===== config.mk =====
export PLATFORM = sky130hd
export DESIGN_NAME = keypad_scan_debounce_core
export DESIGN_NICKNAME = d
export VERILOG_FILES = /design/src/rtl/kpd_pkg.sv /design/src/rtl/keypad_scan_debounce_core.sv
export SDC_FILE = /design/constraint.sdc
export NUM_CORES = 1
export LEC_CHECK = 0
export BUFFER_PORTS_ARGS = -buffer_cell sky130_fd_sc_hd__buf_2
export CAP_MARGIN = 20
export CORE_MARGIN = 5
export CORE_UTILIZATION = 50
export DETAILED_ROUTE_END_ITERATION = 10
export PLACE_DENSITY_LB_ADDON = 0.15
export SLEW_MARGIN = 10
export SYNTH_ARGS = -nofsm -noshare
export SYNTH_HDL_FRONTEND = slang
export SYNTH_SLANG_ARGS = --single-unit

===== constraint.sdc =====
create_clock -name i_clk -period 5.42 [get_ports i_clk]
set_input_delay 0.271 -clock i_clk [delete_from_list [all_inputs] [get_ports i_clk]]
set_output_delay 0.271 -clock i_clk [all_outputs]
set_load 0.005 [all_outputs]

===== src/rtl/kpd_pkg.sv =====
// shared types, constants and key decode for the keypad scan debouncer
package kpd_pkg;

    localparam int unsigned COUNT_WIDTH_DEF  = 8;
    localparam int unsigned CFG_WIDTH        = 8;
    localparam logic [7:0]  DEBOUNCE_RST     = 8'd4;
    localparam int unsigned CONTACT_WIDTH    = 16;
    localparam int unsigned IN_TDATA_WIDTH   = 16;
    localparam int unsigned OUT_TDATA_WIDTH  = 8;

    typedef logic [4:0] t_code;

    localparam t_code NOKEY = 5'd16;

    typedef logic [3:0] t_keymap [CONTACT_WIDTH];

    localparam t_keymap KEYMAP = '{
        4'd1,  4'd4,  4'd7,  4'd14,
        4'd2,  4'd5,  4'd8,  4'd0,
        4'd3,  4'd6,  4'd9,  4'd15,
        4'd10, 4'd11, 4'd12, 4'd13
    };

    // lowest set contact wins
    function automatic t_code decode_contacts(input logic [CONTACT_WIDTH-1:0] bits);
        t_code code;
        code = NOKEY;
        for (int i = CONTACT_WIDTH - 1; i >= 0; i--) begin
            if (bits[i]) begin
                code = {1'b0, KEYMAP[i]};
            end
        end
        return code;
    endfunction

endpackage


===== src/rtl/keypad_scan_debounce_core.sv =====
// keypad scan debouncer top level: input register, key decode, debounce fsm, result register
// path: input register, then result register, between an input transfer and its result on the master side
// throughput: one snapshot per cycle while the master side is ready, set by the input and result register pair
// a full result register stalls the slave side only when the master side is not ready
// reset: synchronous, active low; clears valids, fsm to idle, no key held,
// countdown to zero and debounce count to 4
module keypad_scan_debounce_core
    import kpd_pkg::*;
#(
    parameter int unsigned COUNT_WIDTH = COUNT_WIDTH_DEF
) (
    input  logic                       i_clk,
    input  logic                       i_rst_n,
    input  logic                       i_cfg_we,
    input  logic [CFG_WIDTH-1:0]       i_cfg_wdata,
    input  logic                       s_axis_tvalid,
    output logic                       s_axis_tready,
    input  logic [IN_TDATA_WIDTH-1:0]  s_axis_tdata,   // [15:0] contacts
    output logic                       m_axis_tvalid,
    input  logic                       m_axis_tready,
    output logic [OUT_TDATA_WIDTH-1:0] m_axis_tdata    // [3:0] key_code, [4] key_held, [7:5] zero
);

    localparam logic [1:0] PH_IDLE    = 2'd0;
    localparam logic [1:0] PH_DETECT  = 2'd1;
    localparam logic [1:0] PH_CHECK   = 2'd2;

    logic [CFG_WIDTH-1:0]     r_debounce;
    logic                     r_in_valid;
    logic [CONTACT_WIDTH-1:0] r_in_data;
    logic                     r_out_valid;
    logic [3:0]               r_out_code;
    logic                     r_out_held;

    logic [1:0]               r_phase;
    logic [1:0]               n_phase;
    t_code                    r_last;
    t_code                    n_last;
    logic [COUNT_WIDTH-1:0]   r_countdown;
    logic [COUNT_WIDTH-1:0]   n_countdown;
    t_code                    r_latched;
    t_code                    n_latched;

    t_code                    code;
    logic                     out_ready;
    logic                     advance;

    assign out_ready     = !r_out_valid || m_axis_tready;
    assign advance       = r_in_valid && out_ready;
    assign s_axis_tready = !r_in_valid || out_ready;

    assign code = decode_contacts(r_in_data);

    always_comb begin
        n_phase     = r_phase;
        n_last      = r_last;
        n_countdown = r_countdown;
        n_latched   = r_latched;
        if (code == NOKEY) begin
            n_phase   = PH_IDLE;
            n_last    = NOKEY;
            n_latched = NOKEY;
        end else begin
            case (r_phase)
                PH_IDLE: begin
                    n_phase = PH_DETECT;
                    n_last  = code;
                end
                PH_DETECT: begin
                    if (r_last != code) begin
                        n_last = code;
                    end else begin
                        n_phase     = PH_CHECK;
                        n_countdown = COUNT_WIDTH'(r_debounce);
                    end
                end
                PH_CHECK: begin
                    if (r_last != code) begin
                        n_phase = PH_DETECT;
                    end else if (r_countdown != '0) begin
                        n_countdown = r_countdown - COUNT_WIDTH'(1);
                    end else begin
                        n_latched = code;
                        n_phase   = PH_IDLE;
                        n_last    = NOKEY;
                    end
                end
                default: begin
                    n_phase = PH_IDLE;
                end
            endcase
        end
    end

    always_ff @(posedge i_clk) begin
        if (!i_rst_n) begin
            r_debounce  <= DEBOUNCE_RST;
            r_in_valid  <= 1'b0;
            r_out_valid <= 1'b0;
            r_phase     <= PH_IDLE;
            r_last      <= NOKEY;
            r_countdown <= '0;
            r_latched   <= NOKEY;
        end else begin
            if (i_cfg_we) begin
                r_debounce <= i_cfg_wdata;
            end
            if (s_axis_tready) begin
                r_in_valid <= s_axis_tvalid;
            end
            if (out_ready) begin
                r_out_valid <= r_in_valid;
            end
            if (advance) begin
                r_phase     <= n_phase;
                r_last      <= n_last;
                r_countdown <= n_countdown;
                r_latched   <= n_latched;
            end
        end
    end

    always_ff @(posedge i_clk) begin
        if (s_axis_tvalid && s_axis_tready) begin
            r_in_data <= s_axis_tdata[CONTACT_WIDTH-1:0];
        end
        if (advance) begin
            r_out_held <= (n_latched != NOKEY);
            r_out_code <= (n_latched != NOKEY) ? n_latched[3:0] : 4'd0;
        end
    end

    assign m_axis_tvalid = r_out_valid;
    assign m_axis_tdata  = {3'b000, r_out_held, r_out_code};

endmodule


== Yosys cells after proc, flatten, opt, wreduce, memory -nomap -nowiden ==
Index checks and enable logic that the tools add are counted.

* Add/sub/neg operators: 1
* Eq/ne operators: 13
* Multiplexer cells: 34
* Bitwise logic cells: 1
* Reduce and logical (&&, ||, !) cells: 13

{| class="wikitable"
|+ Operators with widths
! kind !! number
|-
| 5-bit two-way mux || 24
|-
| 8-bit two-way mux || 3
|-
| 8-bit case mux with 2 select lines || 1
|-
| 5-bit case mux with 3 select lines || 1
|-
| 3-bit inequality test (second input constant) || 4
|-
| 2-bit two-way mux || 4
|-
| 8-bit nonzero test || 1
|-
| 8-bit by 1-bit subtractor with 8-bit output (second input constant) || 1
|-
| 2-bit inequality test (second input constant) || 3
|-
| 2-bit case mux with 3 select lines || 1
|-
| 6-bit AND reduction || 1
|-
| 5-bit equality test (second input constant) || 1
|-
| 5-bit inequality test || 1
|-
| 5-bit inequality test (second input constant) || 1
|-
| 5-bit AND reduction || 1
|-
| 4-bit inequality test (second input constant) || 1
|-
| 4-bit nonzero test || 1
|-
| 3-bit AND reduction || 1
|-
| 2-bit by 1-bit equality test with 1-bit output (second input constant) || 1
|-
| 2-bit equality test (second input constant) || 1
|-
| 1-bit logical AND || 2
|-
| 1-bit zero test || 2
|-
| 2-bit zero test || 1
|-
| 1-bit logical OR || 2
|-
| other kinds (2) || 2
|}

* Bits in registers: 51

== Depth between registers and ports, before layout ==
* Depth in word-level cells: 21
* Gate-level depth with buffers: 10
* Mapped depth without buffers: 9

== Least setup slack after synthesis ==
OpenSTA, ideal clock, no wires.

* Path type: reg2reg
* Start point: register r_countdown[0]
* End point: register r_out_code[2] (data pin)
* Library setup time: 0.267 ns
* Arrival: 2.157 ns
* Path slack: 2.996 ns
* Cell stages (with the launch flop): 9
* Clock period less this slack: 2.424 ns
* Cell sequence: dfxtp_1 > inv_1 > ha_1 > or4b_1 > nor4_2 > nand2_1 > nor4_4 > mux2i_1 > nor2_1

* Cells in the longest elaborated chain, start to end: 6

{| class="wikitable"
|+ Ends and longest elaborated chain
! element !! RTL line !! source
|-
| from (decl) || keypad_scan_debounce_core.sv:39 || <nowiki>logic [COUNT_WIDTH-1:0] r_countdown;</nowiki>
|-
| from (signal assigned) || keypad_scan_debounce_core.sv:117 || <nowiki>r_countdown <= n_countdown;</nowiki>
|-
| 8-bit nonzero test (*) || keypad_scan_debounce_core.sv:80 || <nowiki>end else if (r_countdown != '0) begin</nowiki>
|-
| 5-bit two-way mux (*) || keypad_scan_debounce_core.sv:80 ||
|-
| 5-bit two-way mux (*) || keypad_scan_debounce_core.sv:78 || <nowiki>if (r_last != code) begin</nowiki>
|-
| 5-bit two-way mux (*) || keypad_scan_debounce_core.sv:64 || <nowiki>case (r_phase)</nowiki>
|-
| 5-bit two-way mux (*) || keypad_scan_debounce_core.sv:59 || <nowiki>if (code == NOKEY) begin</nowiki>
|-
| 5-bit inequality test || keypad_scan_debounce_core.sv:129 || <nowiki>r_out_code <= (n_latched != NOKEY) ? n_latched[3:0] : 4'd0;</nowiki>
|-
| to (signal assigned) || keypad_scan_debounce_core.sv:129 ||
|-
| to (decl) || keypad_scan_debounce_core.sv:32 || <nowiki>logic [3:0] r_out_code;</nowiki>
|}

Every way passes the cells marked *; elsewhere a longest branch is shown, timed or not.
A chain may end at the register's enable or synchronous reset.

== Final worst setup path ==
* Start point: register r_in_data[1]
* End point: register r_out_code[2] (data pin)

* Cells in the longest elaborated chain, start to end: 7
* Elaborated cells between the ends (all ways): 9
* Those cells by class: eq/ne (3); mux (6)

{| class="wikitable"
|+ Ends and longest elaborated chain
! element !! RTL line !! source
|-
| from (decl) || keypad_scan_debounce_core.sv:30 || <nowiki>logic [CONTACT_WIDTH-1:0] r_in_data;</nowiki>
|-
| from (signal assigned) || keypad_scan_debounce_core.sv:125 || <nowiki>r_in_data <= s_axis_tdata[CONTACT_WIDTH-1:0];</nowiki>
|-
| 5-bit two-way mux (*) (2 in a row) || kpd_pkg.sv:29 || <nowiki>if (bits[i]) begin</nowiki>
|-
| 5-bit inequality test or 5-bit two-way mux (tied branches) || keypad_scan_debounce_core.sv:78, keypad_scan_debounce_core.sv:80 ||
|-
| 5-bit two-way mux || keypad_scan_debounce_core.sv:78 ||
|-
| 5-bit two-way mux || keypad_scan_debounce_core.sv:64 ||
|-
| 5-bit two-way mux (*) || keypad_scan_debounce_core.sv:59 ||
|-
| 5-bit inequality test || keypad_scan_debounce_core.sv:129 ||
|}

Marked as above.

==> out/qor.txt <==
Yosys reg bits -> 51
WP data arrival -> 2760 ps
Detail Placement HPWL -> 4370 µm
Initial antenna violation count -> 0
Setup TNS -> 0 ps
Net Sw Frac -> 0.273
DR iter-0 viols -> 130
Place WS -> 2740 ps
Drt pass-1 iters -> 4
Multi-input combinational cell area -> 1510 µm²
Sink Count -> 51
CTS tree -> yes
Worst-case clock skew -> 10.5 ps
HP Start -> s_axis_tdata[1]
Maximum root-to-sink buffer count -> 2
Clock network power share -> 0.284
Post-synthesis async set-or-reset flop share -> 0
Crit path max-delay family -> simple AND/OR/NAND/NOR gates
Die width -> 85.5 µm
Critical Path, Cell by Cell -> nor3_2, a21boi_0, nor4_2, nand4b_4, nor4_4, mux2i_1, nor2_1
Drt wl/cell -> 14.6 µm
Worst setup margin -> 2700 ps
PortBufs -> 35
Sequential share of the synthesized area -> 0.432
Final wirelength -> 5850 µm
Gr usage total -> 0.165
Hold Crit Depth -> 1
First-pass GRT wire length -> 9830 µm
R2r setup slk -> 2700 ps
Via/cell ratio -> 5.67
Slew at the pin closest to its max-slew limit -> 861 ps
Clock slew seen by the registers of the worst setup and hold paths -> 100 ps
Worst path slowest cell -> nor4_4
Fillers -> 495
Worst r2r src -> r_in_data[1]
Post-CTS resize count -> 0
Power share of the combinational group -> 0.144
EDFF count, synth -> 21
Static Leak -> 0.00115 µW
Setup Viol. Count Final -> 0
Clk root buf -> clkbuf_8
Clock latency on the worst-skew pair -> 310 ps
WS Path Type -> register to register
DRT antenna net count -> 0
N_diodes -> 0
Worst path bufs/invs -> 0
# nets final -> 362
Worst r2r dst -> r_out_code[2]
CTS Buf Count -> 5
Final Cycle Share -> 0.501
Hold/Removal Path Class -> input pin to register
Cell count after synthesis -> 297
WHS -> 139 ps
Synth warn -> 0
Layout cells sized above 1 -> 0.174
Final hold vios -> 0
Hold Path End -> r_in_data[1]
Placer congestion estimate -> 0.863
H-tree depth -> 2
Vias -> 2,266
Seq. cell area -> 1230 µm²
Syn-to-layout area delta -> 9.93%
Die ar. -> 7310 µm²
Max Slew Vio Count -> 0
Relative slew margins -> 0.426
Gr ovfl total -> 0
VDD IR max -> 0.179 mV
Required time worst endpoint -> 5460 ps
MaxCap Viol Count -> 0
IO Pins -> 39
Cell Int Power -> 556 µW
Rows -> 27
Residual DRC count -> 0
Avg Inst Size Synth -> 9.59 µm²
Psw -> 209 µW
Peak Freq -> 0.368 GHz
CP max FO -> 9
Synthesized area -> 2850 µm²
Outcome -> completed
CP Capture Type -> register
Slowest cell delay on critical path -> 560 ps
Worst Setup Start Kind -> register
Worst R2R Path Depth -> 7
Synth unique cells -> 62
Min cycle time layout -> 2720 ps
Hold buffers post-CTS -> 0
RSZ-0062 raised after global routing -> no
Initial Util -> 0.517
Vias in the first global route -> 2,055
Sequential power share -> 0.572
Die Y -> 85.5 µm
Ys flop type -> dfxtp_1
Pwr per Cell Area -> 244 nW/µm²
Post-CTS setup buffer count -> 0
Largest net degree at the start of global routing -> 27
Core area -> 5510 µm²
stage by stage:
stage	instance area, µm²	cells	util	total power (µW)
6_report	3130	400	0.569	765
3_3_place_gp	3040	392	0.553	554
3_5_place_dp	3040	392	0.553	556
4_1_cts	3130	400	0.569	772
5_1_grt	3130	400	0.569	806
2_1_floorplan	2860	299	-	526
how the worst max path moves through the flow:
stage	startpoint	to	slack, ps	cells past startpoint
6_report	r_in_data[1]	r_out_code[2]	2700	7
5_1_grt	r_phase[0]	r_out_code[3]	2510	6
4_1_cts	r_countdown[0]	r_out_code[2]	2720	8
3_5_place_dp	r_countdown[0]	r_out_code[2]	2740	8
3_3_place_gp	r_in_data[1]	r_out_code[3]	2770	7
2_1_floorplan	r_countdown[0]	r_out_code[2]	3000	8
logic make-up after synthesis:
group / synth area share
other: 0.00132
buffers and inverters: 0.0417
AND/OR/NAND/NOR: 0.265
AO/OA/AOI/OAI: 0.163
multiplexers: 0.0707
flip-flops: 0.432
adder cells (fa/ha/maj): 0.0263
layout by cell type (no fill, tap or decap), types with 3 or more instances in the layout:
master    count
ha_1          6
nor4_2        3
a21oi_1       6
nand3b_1      4
inv_1        11
o221a_1       4
and2_1        3
o311ai_1      3
dfxtp_1      30
nor3_1       12
edfxtp_1     21
nor2b_1       9
o21a_1        3
nand2b_1      5
o21ai_0       6
mux2i_1      19
nor3b_1       3
clkbuf_8      5
o31ai_1       4
conb_1        3
or3_1         6
a31oi_1       7
and3_1        3
nor2_1       35
nand2_1      27
nand4_1       3
buf_2        35
o211ai_1      3
o22ai_1       3
nor4_1        6
nand3_1       4
registers in the layout, summed over array words and instances, names as in the netlist, 2 cells and up:
signal and count:
r_countdown 8, r_debounce 8, r_in_data 16, r_last 5, r_latched 5, r_out_code 4
r_phase 2
power by group through the flow:
stage	sequential (µW)	clock (µW)	combinational (µW)
2_1_floorplan	439	0	86.4
3_3_place_gp	446	0	108
3_5_place_dp	446	0	110
4_1_cts	437	225	110
5_1_grt	441	242	123
6_report	438	218	110
Yosys cell counts, types with 4 or more instances:
library cell	number	area (µm²)
o31ai_1	4	30.0
mux2i_1	19	190
o221a_1	4	45.0
a21oi_1	6	30.0
ha_1	6	75.1
nand2_1	27	101
inv_1	10	37.5
nand3_1	4	20.0
buf_4	4	30.0
nor2b_1	9	56.3
or3_1	6	37.5
edfxtp_1	21	631
dfxtp_1	30	601
a31oi_1	7	43.8
nand3b_1	4	30.0
nor4_1	6	37.5
clkbuf_1	7	26.3
nor2_1	35	131
nor3_1	12	60.1
nand2b_1	5	31.3
o21ai_0	6	30.0
per-layer routing:
| layer | wire, µm | track usage |
|---|---|---|
| met1 | 2880 | 0.239 |
| met2 | 2580 | 0.248 |
| met3 | 350 | 0.0340 |
| met4 | 40 | 0.0475 |
| met5 | 0 | 0 |
area by class of cell:
type / instances / share of cell area
Clock buffer: 5 / 0.0220
Clock inverter: 3 / 0.00599
Inverter: 11 / 0.0132
Multi-Input combinational cell: 223 / 0.481
Sequential cell: 51 / 0.393
Tap cell: 72 / 0.0288
Timing Repair Buffer: 35 / 0.0559
(Power assumes the default switching activity.)
